==> config.mk <==
export PLATFORM = sky130hd
export DESIGN_NAME = cec_div
export DESIGN_NICKNAME = d
export VERILOG_FILES = /design/src/design/cec_div.sv
export SDC_FILE = /design/constraint.sdc
export NUM_CORES = 2
export LEC_CHECK = 0
export BUFFER_PORTS_ARGS = -buffer_cell sky130_fd_sc_hd__buf_2
export CAP_MARGIN = 20
export CORE_MARGIN = 4
export CORE_UTILIZATION = 35
export CTS_BUF_LIST = sky130_fd_sc_hd__clkbuf_8
export DETAILED_ROUTE_END_ITERATION = 7
export GPL_TIMING_DRIVEN = 1
export PLACE_DENSITY = 0.62
export SLEW_MARGIN = 25
export SYNTH_ARGS = -nofsm -noshare
export SYNTH_HDL_FRONTEND = slang
export SYNTH_SLANG_ARGS = --single-unit
==> constraint.sdc <==
create_clock -name clk -period 4.46 [get_ports clk]
set_input_delay 0.446 -clock clk [delete_from_list [all_inputs] [get_ports clk]]
set_output_delay 0.446 -clock clk [all_outputs]
set_load 0.005 [all_outputs]
==> src/design/cec_div.sv <==
// Pipelined signed divider, round to nearest with ties away from zero.
// One quotient bit per stage, between input and output registers. No dependencies.
module cec_div #(
	parameter int NW = 50,
	parameter int DW = 33,
	parameter int QW = 22
) (
	input  logic                 clk,
	input  logic signed [NW-1:0] num,
	input  logic [DW-1:0]        den,
	output logic signed [QW:0]   quot
);
	localparam int RW = DW + 1;

	logic [NW-1:0]      absn_c;
	logic [NW-1:0]      mag_c;
	logic [NW-1:0]      mag_s [QW+1];
	logic [DW-1:0]      den_s [QW+1];
	logic               neg_s [QW+1];
	logic [RW-1:0]      rem_s [QW+1];
	logic [QW-1:0]      q_s   [QW+1];
	logic signed [QW:0] quot_q;

	// magnitude plus half the divisor gives the rounding
	always_comb begin
		absn_c = num[NW-1] ? NW'(-num) : NW'(num);
		mag_c  = absn_c + NW'(den >> 1);
	end

	always_ff @(posedge clk) begin
		mag_s[0] <= mag_c;
		den_s[0] <= den;
		neg_s[0] <= num[NW-1];
		rem_s[0] <= RW'(mag_c >> QW);
		q_s[0]   <= '0;
	end

	for (genvar k = 0; k < QW; k++) begin : g_step
		logic [RW-1:0] trial;
		logic          ge;
		always_comb begin
			trial = {rem_s[k][DW-1:0], mag_s[k][QW-1-k]};
			ge    = trial >= {1'b0, den_s[k]};
		end
		always_ff @(posedge clk) begin
			mag_s[k+1] <= mag_s[k];
			den_s[k+1] <= den_s[k];
			neg_s[k+1] <= neg_s[k];
			rem_s[k+1] <= ge ? trial - {1'b0, den_s[k]} : trial;
			q_s[k+1]   <= {q_s[k][QW-2:0], ge};
		end
	end

	always_ff @(posedge clk) begin
		quot_q <= neg_s[QW] ? -signed'({1'b0, q_s[QW]}) : signed'({1'b0, q_s[QW]});
	end

	assign quot = quot_q;

endmodule

# Word-level counts from Yosys, hierarchy flattened
# Memories as Yosys holds them, arrays and structs flattened.
# Index checks and enable logic that the tools add are counted.
[op_classes]
addsub = 25
n_lt_le_gt_ge = 22
n_mux = 24
[ops]
columns = ["op", "n"]
rows = [
  ["greater-or-equal comparator 34 x 33 -> 1 bit", 22],
  ["two-way mux 34 bit", 22],
  ["subtractor 34 x 33 -> 34 bit", 22],
  ["adder 50 x 32 -> 50 bit", 1],
  ["two-way mux 50 bit", 1],
  ["negation 50 bit", 1],
  ["negation 22 -> 23 bit", 1],
  ["two-way mux 22 bit", 1],
]
[totals]
ff_bits = 23
ram_bits = 3220
in_bits = 84
out_inout_bits = 23
word_cells = 78
mem_count = 5
[mem_list]
columns = ["memory", "words", "word_bits", "rd", "rd_clocked_by_memory_dff", "write_ports", "line_no", "rtl"]
rows = [
  ["mag_s", 23, 50, 22, 0, 23, "17", "logic [NW-1:0] mag_s [QW+1];"],
  ["rem_s", 23, 34, 22, 0, 23, "20", "logic [RW-1:0] rem_s [QW+1];"],
  ["den_s", 23, 33, 22, 0, 23, "18", "logic [DW-1:0] den_s [QW+1];"],
  ["q_s", 23, 22, 23, 0, 23, "21", "logic [QW-1:0] q_s [QW+1];"],
  ["neg_s", 23, 1, 23, 0, 23, "19", "logic neg_s [QW+1];"],
]

# Longest topological paths before layout
[logic_depth]
word_depth = 3
ltp_mapped = 17
mapped_depth_nobuf = 17

# Worst setup path before layout
# Ideal clock, no wire load.
[synth_path]
path_kind = "input port to flip-flop"
startpoint = "input port num[49]"
endpoint = "memory mag_s[0][48]"
setup_ns = 0.134
arrival_ns = 4.276
required_ns = 4.326
slack_ns = 0.050
cell_stages = 15
n_path_buf = 3
cell_sequence = "buf_1 > clkbuf_1 > clkbuf_1 > o21ai_0 > fa_1 > a211oi_1 > o21ai_0 > a2111oi_0 > nor4_1 > nor2_1 > or3_1 > a31oi_1 > a41oi_1 > nor4bb_1 > xor2_1"
[synth_rtl]
columns = ["item", "line_no", "rtl"]
rows = [
  ["from (decl)", "9", "input logic signed [NW-1:0] num,"],
  ["to (decl)", "17", ""],
]

==> results.md <==
* Post-synth cell types at 89
* Cts bufs inserted at 361
* Area grow syn2layout at 16.22%
* CP Max Fanout at 8
* Setup TNS at 0 ns
* Tcrit/Tclk final at 0.9917
* Initial Utilization at 0.3527
* Min cycle time layout at roughly 4.4 ns
* Routed via count at around 67000
* H-tree levels at 5
* CP max stage cell: dlygate4sd3_1
* Post-route ant nets at 0
* Syn_area_per_cell at approximately 9.5 um^2
* Internal power at just over 50000 uW
* 1st-pass router iterations at 6
* Hold crit path type: input port to register
* HP Start: den[23]
* Comb pwr share at 0.467
* Drt initial violations at 3161
* Core Box Area at around 250000 um^2
* M1 GR Usage at 0.1860
* Register area share after synthesis at 0.4505
* Worst-Margin Slew at roughly 0.94 ns
* Main synth FF type: dfxtp_1
* Clock root cell: clkbuf_8
* CTS tree: yes
* Port Buf Inserts at around 110
* Skew final at about 0.12 ns
* Biggest cell delay along the critical path at approximately 0.60 ns
* Status: complete, no violations
* Pin count of the biggest net entering global routing at 59
* Hold Vio Cnt, Final at 0
* Met2 usage at 0.3247
* Drt wl/cell at 17.18 um
* R2R setup slack at 0.27 ns
* Fmax at 0.2261 GHz
* Area of the die at 261900 um^2
* Setup violators final at 0
* Mapped Cells at around 9300
* Most frequent cells in the layout: dfxtp_1, inv_1, ha_1
* DRC at 0
* RePlAce Congestion at 0.9143
* Die Span X at slightly above 500 um
* Most common cell after layout, fill and taps aside: dfxtp_1
* Net switching power at between 30000 and 40000 uW
* IO Pins at around 110
* Crit start category: input port
* WHS Endpoint: den_s[0][23]
* Peak VDD IR at roughly 470 uV
* GR peak layer: met2
* Crit end category: register
* Worst r2r path cells at 14
* Routed WL at 231.7 mm
* Reg area at about 40000 um^2
* Slew headroom at 0.3548
* Worst R2R End: rem_s[1][107]
* Final Instance Count excl. Fillers at ~13000
* Most frequent CP cell: dlygate4sd3_1
* Final nets at roughly 11000
* Ys async rst share at 0
* Leak Pwr at approximately 0.048 uW
* Area occupied by multi-input gates at between 40000 and 50000 um^2
* Initial antenna violation count at 12
* Placed Area at about 95000 um^2
* CP top delay family: buffers and inverters
* Max-Cap Viols at 0
* Warnings, synthesis at 0
* Reg2reg start: mag_s[1][111]
* Fillers at 24530
* Hold Crit Depth at 2
* Vias per cell at between 4 and 5
* Remaining Overflow, GRT at 0
* Reg power frac at 0.321
* Clock power share at 0.212
* Final core occ at 0.4099
* Clk_lat worst skew at 1.09 ns
* Reg clk slew, reported paths at ~0.06 ns
* Row Count at between 150 and 200
* CP Data Required Time at between 5 and 6 ns
* Number of global-route vias before repair at 68740
* CTS sink count at 1999
* #FFs+latches synth at approximately 2000
* Hpwl dp at between 150 and 200 mm
* Layout cell share with drive strength beyond 1 at 0.1224
* Power density over the cells at just under 800 nW/um^2
* Final Power at about 82000 uW
* Slew Limit Fails at 0
* Placed cells at between 10000 and 15000
* Data arrival, critical path at roughly 5.4 ns
* Syn Std Cell Area at slightly below 90000 um^2
* Syn Nets at 10180
* Critical path buffers and inverters at 6
* Clk buf depth at 4
* First-pass GRT wire length at about 370 mm
* M3 GR Usage at 0.02875
* Post-route cell area at between 100000 and 150000 um^2
* EDFF count, synth at 0
* Die Ht at 511.8 um
* Crit-path cells: dlygate4sd3_1, buf_2, or4_4, nor4_2, nand3_1, o41ai_2, xnor2_1, dlygate4sd3_1, ha_4, nand3_1, or3_4, a31oi_4, a41oi_1, buf_4, buf_4, nor2_1, xnor2_1, dlygate4sd3_1
* Switching share of power at 0.3813
* Crit path kind: input port to register
* GRT Total Usage at 0.1720
## flip-flops by register name, indices dropped and copies added, names as in the netlist
signal and flops:
neg_s 23, quot 23, den_s 726, mag_s 281, q_s 253, rem_s 693
## worst max-delay path by stage
stage                 start  slack [ns]  depth (start not counted)            to
finish              num[21]        0.04                         18  mag_s[0][34]
global route        num[21]       -0.09                         17  mag_s[0][48]
CTS                 num[21]        0.01                         17  mag_s[0][48]
detailed placement   num[5]       -0.48                         20  mag_s[0][42]
global placement     num[5]       -0.60                         21  mag_s[0][42]
floorplan           num[49]        0.05                         15  mag_s[0][48]
## power groups by stage
stage / logic, uW / registers [uW] / clock network (uW)
final: 38300 / 26400 / 17400
after CTS: 38300 / 26400 / 18100
after floorplan: 28600 / 25400 / 0
after global routing: 42500 / 26900 / 18900
after detailed placement: 37900 / 26800 / 0
after global placement: 37300 / 26700 / 0
## cells in the mapped netlist (39+ instances only)
master | number | area share
nor2_1 | 522 | 0.022
dfxtp_1 | 1999 | 0.45
xor2_1 | 245 | 0.024
o21a_1 | 122 | 0.010
nand4_1 | 107 | 0.0075
or3_1 | 39 | 0.0027
nand2b_1 | 84 | 0.0059
ha_1 | 763 | 0.11
clkbuf_1 | 153 | 0.0065
or2_2 | 41 | 0.0029
o21ai_0 | 538 | 0.030
o31ai_1 | 72 | 0.0061
o21bai_1 | 89 | 0.0075
and3_1 | 60 | 0.0042
nor3_1 | 103 | 0.0058
nand2_1 | 562 | 0.024
and2_1 | 41 | 0.0029
inv_1 | 950 | 0.040
a31oi_1 | 107 | 0.0075
nand3_1 | 138 | 0.0078
a21oi_1 | 711 | 0.040
a21o_1 | 373 | 0.032
xnor2_1 | 432 | 0.043
mux2_2 | 321 | 0.041
a211oi_1 | 63 | 0.0053
o211ai_1 | 45 | 0.0038
nor2b_1 | 97 | 0.0068
## metal layers
layer  vias to the layer above  wire, um
met5                         -         0
met4                         0     10580
met1                     31170     93070
met2                      1476    119400
met3                       565      8653
li1                      33570         -
## logic make-up (layout without fill, tap and decap cells)
kind of cell	Yosys count	in the layout	share of synthesized area
other	0	3	0
buffers and inverters	1134	1967	0.04821
and+or+nand+nor	1944	1944	0.1060
xor gates and xnor gates	677	677	0.06675
muxes	357	357	0.04475
AOI/OAI and AO/OA	2410	2410	0.1714
adders and majority gates	785	785	0.1124
DFF	1999	1999	0.4505
## worst register-to-register path, stage by stage (launching register included)
cell and delay, ns:
dfxtp_1 0.30, inv_1 0.06, ha_1 0.23, fa_1 0.41, nor2b_1 0.18, o211ai_1 0.10, a21boi_0 0.40, o211ai_1 0.22
a31oi_1 0.37, a32oi_1 0.25, a21oi_1 0.48, a31oi_1 0.26, o21bai_4 0.21, buf_12 0.21, mux2_2 0.40
## final cells by class
cell class	instances	area share
Antenna cell	3	0.00007272
Inverter	952	0.03461
Sequential cell	1999	0.3876
Clock inverter	164	0.01196
Clock buffer	444	0.05919
Timing Repair Buffer	407	0.03241
Tap cell	3348	0.04058
Multi-Input combinational cell	6173	0.4335
## through the flow
stage               worst slack [ns]  hold slack, ns
global placement             -0.6003          0.3104
finish                       0.03710          0.1436
detailed placement           -0.4822          0.3121
CTS                          0.01454        0.001007
global route                -0.08512         0.05540
floorplan                    0.05019          0.3096
## what timing repair did
item                                    CTS  global route
hold buffers                            122             0
endpoints found under the hold margin    84             0
gates resized for setup                   0            15
buffers inserted                          0             1
endpoints found under the setup margin    0            11
(Power assumes the default switching activity.)
